[src/sv/i2p_pkg.sv]
package i2p_pkg;

  // characters with a meaning of their own
  localparam logic [7:0] CH_MUL    = 8'h2A;
  localparam logic [7:0] CH_DIV    = 8'h2F;
  localparam logic [7:0] CH_MOD    = 8'h25;
  localparam logic [7:0] CH_ADD    = 8'h2B;
  localparam logic [7:0] CH_SUB    = 8'h2D;
  localparam logic [7:0] CH_LT     = 8'h3C;
  localparam logic [7:0] CH_GT     = 8'h3E;
  localparam logic [7:0] CH_AND    = 8'h26;
  localparam logic [7:0] CH_OR     = 8'h7C;
  localparam logic [7:0] CH_LPAREN = 8'h28;
  localparam logic [7:0] CH_RPAREN = 8'h29;
  localparam logic [7:0] CH_SPACE  = 8'h20;
  localparam logic [7:0] CH_TAB    = 8'h09;
  localparam logic [7:0] CH_CR     = 8'h0D;

  // error codes on the result channel
  typedef logic [1:0] err_t;
  localparam err_t ERR_NONE     = 2'd0;
  localparam err_t ERR_UNMATCHED = 2'd1;
  localparam err_t ERR_OVERFLOW = 2'd2;

  // request command
  localparam logic CMD_CHAR  = 1'b0;
  localparam logic CMD_FLUSH = 1'b1;

  typedef logic [2:0] prec_t;

  function automatic prec_t prec_of(input logic [7:0] c);
    prec_t p;
    p = 3'd0;
    if (c == CH_MUL || c == CH_DIV || c == CH_MOD) p = 3'd4;
    else if (c == CH_ADD || c == CH_SUB) p = 3'd3;
    else if (c == CH_LT || c == CH_GT) p = 3'd2;
    else if (c == CH_AND || c == CH_OR) p = 3'd1;
    return p;
  endfunction

  function automatic logic is_alnum(input logic [7:0] c);
    return (c >= 8'h30 && c <= 8'h39) || (c >= 8'h41 && c <= 8'h5A) ||
           (c >= 8'h61 && c <= 8'h7A);
  endfunction

  function automatic logic is_space(input logic [7:0] c);
    return (c == CH_SPACE) || (c >= CH_TAB && c <= CH_CR);
  endfunction

endpackage

[src/sv/infix_to_postfix_converter_core.sv]
// Shunting-yard infix to postfix converter.
// Input channel (in_valid/in_stall): one request per character, in_cmd low
// with the character on in_ch, or in_cmd high to flush at end of expression.
// Output channel (out_valid/out_stall): zero or more results per request;
// out_last marks the final result of a request. Whitespace and a successful
// open-parenthesis push give no result at all.
// Sequence: a request is accepted and its last result is handed over at the
// end; every stack entry examined adds a registered stack read and then a
// compare, and a push, an error result or the end marker adds a further
// step (S_PUSH or S_TAIL), while whitespace is only accepted. The stack
// memory port and the single precedence compare set this sequence. in_stall is
// high from acceptance until the last result is in the output register.
// Reset empties the stack (count cleared) and drops any held result.
// When the receiver stalls, the output register holds its result and the
// sequencer waits once it has a further result ready.
module infix_to_postfix_converter_core #(
  parameter int STACK_DEPTH = 32
) (
  input  logic              clk,
  input  logic              rst_n,
  input  logic              in_valid,
  output logic              in_stall,
  input  logic              in_cmd,
  input  logic [7:0]        in_ch,
  output logic              out_valid,
  input  logic              out_stall,
  output logic [7:0]        out_char,
  output logic              out_end_marker,
  output i2p_pkg::err_t     out_error_code,
  output logic              out_last
);

  import i2p_pkg::*;

  localparam int CW = $clog2(STACK_DEPTH + 1);
  localparam int AW = $clog2(STACK_DEPTH);
  localparam logic [CW-1:0] DEPTH_C = CW'(STACK_DEPTH);
  localparam logic [CW-1:0] ONE_C   = CW'(1);

  localparam logic [2:0] S_IDLE = 3'd0;
  localparam logic [2:0] S_RD   = 3'd1;
  localparam logic [2:0] S_EVAL = 3'd2;
  localparam logic [2:0] S_PUSH = 3'd3;
  localparam logic [2:0] S_TAIL = 3'd4;
  localparam logic [2:0] S_FIN  = 3'd5;

  localparam logic [1:0] OP_FLUSH = 2'd0;
  localparam logic [1:0] OP_CLOSE = 2'd1;
  localparam logic [1:0] OP_OPER  = 2'd2;

  logic [2:0]    state_r, state_nxt;
  logic [1:0]    op_r, op_nxt;
  logic [7:0]    opch_r, opch_nxt;
  prec_t         oprec_r, oprec_nxt;
  logic          tail_end_r, tail_end_nxt;
  err_t          tail_err_r, tail_err_nxt;
  logic [CW-1:0] count_r, count_nxt;
  logic [CW-1:0] count_m1;

  logic          pend_valid_r;
  logic [7:0]    pend_char_r;
  logic          pend_end_r;
  err_t          pend_err_r;

  logic          out_valid_r;
  logic [7:0]    out_char_r;
  logic          out_end_r;
  err_t          out_err_r;
  logic          out_last_r;

  logic          obuf_free, go;
  logic          emit, fin, out_load;
  logic [7:0]    emit_char;
  logic          emit_end;
  err_t          emit_err;
  logic          rd_en, wr_en;
  logic [7:0]    top_ch;

  assign count_m1  = count_r - ONE_C;
  assign obuf_free = !out_valid_r || !out_stall;
  assign go        = !pend_valid_r || obuf_free;
  assign in_stall  = (state_r != S_IDLE);

  i2p_stack #(
    .DEPTH(STACK_DEPTH)
  ) u_stack (
    .clk     (clk),
    .wr_en   (wr_en),
    .wr_addr (count_r[AW-1:0]),
    .wr_data (opch_r),
    .rd_en   (rd_en),
    .rd_addr (count_m1[AW-1:0]),
    .rd_data (top_ch)
  );

  always_comb begin
    state_nxt    = state_r;
    op_nxt       = op_r;
    opch_nxt     = opch_r;
    oprec_nxt    = oprec_r;
    tail_end_nxt = tail_end_r;
    tail_err_nxt = tail_err_r;
    count_nxt    = count_r;
    emit         = 1'b0;
    emit_char    = 8'd0;
    emit_end     = 1'b0;
    emit_err     = ERR_NONE;
    fin          = 1'b0;
    rd_en        = 1'b0;
    wr_en        = 1'b0;
    unique case (state_r)
      S_IDLE: begin
        if (in_valid) begin
          opch_nxt  = in_ch;
          oprec_nxt = prec_of(in_ch);
          priority if (in_cmd == CMD_FLUSH) begin
            op_nxt = OP_FLUSH;
            if (count_r == '0) begin
              tail_end_nxt = 1'b1;
              tail_err_nxt = ERR_NONE;
              state_nxt    = S_TAIL;
            end else begin
              state_nxt = S_RD;
            end
          end else if (is_alnum(in_ch)) begin
            emit      = 1'b1;
            emit_char = in_ch;
            state_nxt = S_FIN;
          end else if (is_space(in_ch)) begin
            state_nxt = S_IDLE;
          end else if (in_ch == CH_LPAREN) begin
            state_nxt = S_PUSH;
          end else if (in_ch == CH_RPAREN) begin
            op_nxt = OP_CLOSE;
            if (count_r == '0) begin
              tail_end_nxt = 1'b0;
              tail_err_nxt = ERR_UNMATCHED;
              state_nxt    = S_TAIL;
            end else begin
              state_nxt = S_RD;
            end
          end else begin
            op_nxt    = OP_OPER;
            state_nxt = (count_r == '0) ? S_PUSH : S_RD;
          end
        end
      end
      S_RD: begin
        rd_en     = 1'b1;
        state_nxt = S_EVAL;
      end
      S_EVAL: begin
        if (go) begin
          unique case (op_r)
            OP_FLUSH: begin
              emit      = 1'b1;
              emit_char = top_ch;
              count_nxt = count_m1;
              if (count_r == ONE_C) begin
                tail_end_nxt = 1'b1;
                tail_err_nxt = ERR_NONE;
                state_nxt    = S_TAIL;
              end else begin
                state_nxt = S_RD;
              end
            end
            OP_CLOSE: begin
              count_nxt = count_m1;
              if (top_ch == CH_LPAREN) begin
                state_nxt = S_FIN;
              end else begin
                emit      = 1'b1;
                emit_char = top_ch;
                if (count_r == ONE_C) begin
                  tail_end_nxt = 1'b0;
                  tail_err_nxt = ERR_UNMATCHED;
                  state_nxt    = S_TAIL;
                end else begin
                  state_nxt = S_RD;
                end
              end
            end
            OP_OPER: begin
              // an open parenthesis is a barrier, lower precedence stops popping
              if (top_ch == CH_LPAREN || prec_of(top_ch) < oprec_r) begin
                state_nxt = S_PUSH;
              end else begin
                emit      = 1'b1;
                emit_char = top_ch;
                count_nxt = count_m1;
                state_nxt = (count_r == ONE_C) ? S_PUSH : S_RD;
              end
            end
            default: state_nxt = S_IDLE;
          endcase
        end
      end
      S_PUSH: begin
        if (count_r >= DEPTH_C) begin
          tail_end_nxt = 1'b0;
          tail_err_nxt = ERR_OVERFLOW;
          state_nxt    = S_TAIL;
        end else begin
          wr_en     = 1'b1;
          count_nxt = count_r + ONE_C;
          state_nxt = S_FIN;
        end
      end
      S_TAIL: begin
        if (go) begin
          emit      = 1'b1;
          emit_end  = tail_end_r;
          emit_err  = tail_err_r;
          state_nxt = S_FIN;
        end
      end
      S_FIN: begin
        if (!pend_valid_r) begin
          state_nxt = S_IDLE;
        end else if (obuf_free) begin
          fin       = 1'b1;
          state_nxt = S_IDLE;
        end
      end
      default: state_nxt = S_IDLE;
    endcase
  end

  // a held result moves on once the next one is known, so last is exact
  assign out_load = (emit && pend_valid_r) || fin;

  always_ff @(posedge clk) begin
    if (!rst_n) begin
      state_r      <= S_IDLE;
      count_r      <= '0;
      pend_valid_r <= 1'b0;
      out_valid_r  <= 1'b0;
    end else begin
      state_r <= state_nxt;
      count_r <= count_nxt;
      if (emit) begin
        pend_valid_r <= 1'b1;
      end else if (fin) begin
        pend_valid_r <= 1'b0;
      end
      if (out_load) begin
        out_valid_r <= 1'b1;
      end else if (!out_stall) begin
        out_valid_r <= 1'b0;
      end
    end
  end

  always_ff @(posedge clk) begin
    op_r       <= op_nxt;
    opch_r     <= opch_nxt;
    oprec_r    <= oprec_nxt;
    tail_end_r <= tail_end_nxt;
    tail_err_r <= tail_err_nxt;
    if (emit) begin
      pend_char_r <= emit_char;
      pend_end_r  <= emit_end;
      pend_err_r  <= emit_err;
    end
    if (out_load) begin
      out_char_r <= pend_char_r;
      out_end_r  <= pend_end_r;
      out_err_r  <= pend_err_r;
      out_last_r <= fin;
    end
  end

  assign out_valid      = out_valid_r;
  assign out_char       = out_char_r;
  assign out_end_marker = out_end_r;
  assign out_error_code = out_err_r;
  assign out_last       = out_last_r;

endmodule

[src/sv/i2p_stack.sv]
module i2p_stack #(
  parameter int DEPTH = 32
) (
  input  logic                     clk,
  input  logic                     wr_en,
  input  logic [$clog2(DEPTH)-1:0] wr_addr,
  input  logic [7:0]               wr_data,
  input  logic                     rd_en,
  input  logic [$clog2(DEPTH)-1:0] rd_addr,
  output logic [7:0]               rd_data
);

  logic [7:0] mem [DEPTH];
  logic [7:0] rd_data_r;

  always_ff @(posedge clk) begin
    if (wr_en) begin
      mem[wr_addr] <= wr_data;
    end
  end

  always_ff @(posedge clk) begin
    if (rd_en) begin
      rd_data_r <= mem[rd_addr];
    end
  end

  assign rd_data = rd_data_r;

endmodule

[config.mk]
export PLATFORM = sky130hd
export DESIGN_NAME = infix_to_postfix_converter_core
export DESIGN_NICKNAME = d
export VERILOG_FILES = /design/src/sv/i2p_pkg.sv /design/src/sv/infix_to_postfix_converter_core.sv /design/src/sv/i2p_stack.sv
export SDC_FILE = /design/constraint.sdc
export NUM_CORES = 1
export LEC_CHECK = 0
export ABC_AREA = 0
export BUFFER_PORTS_ARGS = -buffer_cell sky130_fd_sc_hd__buf_2
export CORE_ASPECT_RATIO = 1.1
export CORE_UTILIZATION = 55
export DETAILED_ROUTE_END_ITERATION = 10
export HOLD_SLACK_MARGIN = 0.05
export PLACE_DENSITY_LB_ADDON = 0.15
export SLEW_MARGIN = 20
export SYNTH_ARGS = -nofsm -noshare
export SYNTH_HDL_FRONTEND = slang
export SYNTH_SLANG_ARGS = --single-unit
[constraint.sdc]
create_clock -name clk -period 3.3 [get_ports clk]
set_clock_uncertainty 0.1 [all_clocks]
set_input_delay 0.165 -clock clk [delete_from_list [all_inputs] [get_ports clk]]
set_output_delay 0.165 -clock clk [all_outputs]
set_load 0.05 [all_outputs]
==> out/metrics.yaml <==
grt:
  grt_pass1_vias: 6789
  antenna_found_initial: 1
  grt_pass1_wl_mm: 41.6
  grt.total_usage_pct: 24.0
  grt_overflow: 0
  grt_max_degree: 34
clock_network:
  cts_tree: "yes"
  max-clock-path-buffers: 3
  clkSinkCount: 314
  path_clk_slew_ns: 0.06
  h-tree-depth: 1
  cts_buffers: 31
  clock_latency_ns: 0.56
  cts_root_buf: "clkbuf_16"
synthesis:
  syn_area_mm2: 0.0128
  ys_seq_area_share_pct: 72.6
  avgSynthCellArea_um2: 18.7
  yosysUniqueCellTypes: 58
  syn_nets: 706
  synth-seq-cells: 314
  synth-warning-count: 0
  async_flop_share_pct: 0
  dominantRegCellSynth: "edfxtp_1"
  synthCells: 686
  synth_edf_count: 303
critical_path:
  crit_top_cell: "o21ai_0"
  critPathCaptureType: "flip-flop"
  cp-startpoint: "u_stack.rd_data[2]"
  crit_buf_inv: 0
  required_ns: 3.49
  critical_path.top_delay_family: "compound AO/OA/AOI/OAI gates"
  cp-start-kind: "flip-flop"
  crit_path_max_incr_delay_ns: 0.51
  slowest_stage: "edfxtp_1"
  critPathArrivalTime_ns: 3.24
  crit_chain: "xor2_1 -> nand3_1 -> o21ai_0 -> and3_1 -> ha_1 -> nor3b_1 -> o21ai_0 -> a211o_1 -> nand2_1 -> a21oi_1 -> o41a_4"
  reg2reg_from: "u_stack.rd_data[2]"
  crit_fanout: 12
  worstSetupPathType: "reg -> reg"
timing:
  min_period_ns: 3.05
  worst_pin_slew_ns: 0.861
  hold_viol: 0
  fin_crit_sh_pct: 92.5
  slew_violations: 0
  max_freq_mhz: 328
  rsz0062_at_grt: "false"
  slew_headroom_pct: 42.4
  setup_viol: 0
  fin_tns_setup_ns: 0
pwr:
  p_per_area_mw_per_mm2: 881
  switchingPower_mw: 4.06
  switching_share_pct: 30.9
  p_seq_share_pct: 39.6
  p_leak_nw: 4.81
  peakVddDrop_v: 0.000513
  clock_power_share_pct: 28.2
  p_int_mw: 9.09
  p_comb_share_pct: 32.2
placed_design:
  routabilityCongestion: 0.852
  hpwl_mm: 17.6
  portBuffers: 26
floorplanning:
  die-width_um: 148
  ioPinCount: 27
  rows: 58
  dieArea_mm2: 0.0239
  core_area_mm2: 0.0229
  start_util_pct: 56.1
  die_h_um: 162
drt:
  drc: 0
  vias_per_cell: 6.17
  wirelength_mm: 27.4
  wl_per_cell_um: 24.9
  vias: 6785
  dr.pass1.iters: 5
  antenna_left: 0
  drt_iter0_drc: 674
min_path:
  hold_path.startpoint: "pend_char_r[0]"
  hold_path_class: "reg -> reg"
finish:
  fin_util_pct: 65.3
  antenna_cells: 0
  area_growth_pct: 16.3
  layout_common_cells: "edfxtp_1 (303), mux4_2 (80), nor2_1 (51)"
  drive_gt1_share_pct: 28.9
  final_common_cell: "edfxtp_1"
  nNetsFinal: 794
  nFillCells: 1539
run:
  drv_cap: 0
run_status:
  outcome: "completed"
## kinds of logic after synthesis
| logic type | Yosys count | share of synthesized area, % |
|---|---|---|
| xor+xnor | 8 | 0.546 |
| flops | 314 | 72.6 |
| fa+ha+maj | 7 | 0.682 |
| buf+inv | 46 | 1.40 |
| compound gates | 75 | 4.17 |
| simple gates | 145 | 5.61 |
| mux | 91 | 15.0 |
## sequential cells by signal, indices dropped and copies added (netlist names), 3 cells and up
signal and count:
oprec_r 3, pend_char_r 8, u_stack.mem 256, opch_r 8, u_stack.rd_data 8, out_char 8
state_r 3, count_r 6
## worst paths after layout
path,end,slack (ns),cells past startpoint
hold reg to reg,out_char[0],0.32,0
setup / recovery,out_error_code[0],0.25,11
hold / removal,out_char[0],0.32,0
setup reg to reg,out_error_code[0],0.25,11
## layout make-up
class / instances / area [µm²] / area share, %
Sequential cell: 314 / 9320 / 62.5
Tap cell: 300 / 375 / 2.52
Timing Repair Buffer: 88 / 729 / 4.89
Inverter: 13 / 48.8 / 0.327
Multi-Input combinational cell: 326 / 3360 / 22.5
Clock inverter: 26 / 312 / 2.09
Clock buffer: 32 / 779 / 5.22
## routing by layer
metal  track usage [%]  part of all wire (%)  up-vias
li1                  -                     -     2990
met1              34.2                    42     3490
met2              37.8                    48      249
met3              3.65                   5.9       54
met4              9.70                   3.6        2
met5                 0                 0.062        -
## synthesized netlist by cell type (10+ instances only)
library cell	number	area, µm²
a21oi_1	14	70.1
clkbuf_1	26	97.6
dfxtp_1	11	220
edfxtp_1	303	9100
inv_1	13	48.8
mux4_2	80	1800
nand2_1	32	120
nand3_1	11	55.1
nor2_1	51	191
nor3_1	10	50.1
o21ai_0	13	65.1
## stage by stage
| step | hold WS [ns] | setup slack, ns | std cells | power (mW) | cell area [µm²] |
|---|---|---|---|---|---|
| 2_1_floorplan | 0.164 | 0.0275 | 686 | 8.12 | 12800 |
| 3_3_place_gp | 0.302 | 0.175 | 1023 | 9.44 | 13600 |
| 3_5_place_dp | 0.305 | 0.143 | 1025 | 9.49 | 13600 |
| 4_1_cts | 0.296 | 0.123 | 1095 | 13.2 | 14900 |
| 5_1_grt | 0.319 | 0.00270 | 1099 | 13.7 | 14900 |
| 6_report | 0.318 | 0.247 | 1099 | 13.2 | 14900 |
## power groups by stage
stage | registers (mW) | logic, mW | clock network (mW)
6_report | 5.22 | 4.23 | 3.71
5_1_grt | 5.25 | 4.50 | 3.92
4_1_cts | 5.29 | 4.17 | 3.77
3_5_place_dp | 5.37 | 4.12 | 0
3_3_place_gp | 5.37 | 4.06 | 0
2_1_floorplan | 5.20 | 2.92 | 0
## repair_timing
item	4_1_cts	5_1_grt
hold endpoints to repair	36	0
setup buffers	0	0
gates resized for setup	0	3
endpoints found under the setup margin	0	18
hold buffers	12	0
Note: power is estimated with default switching activity, not from simulation.
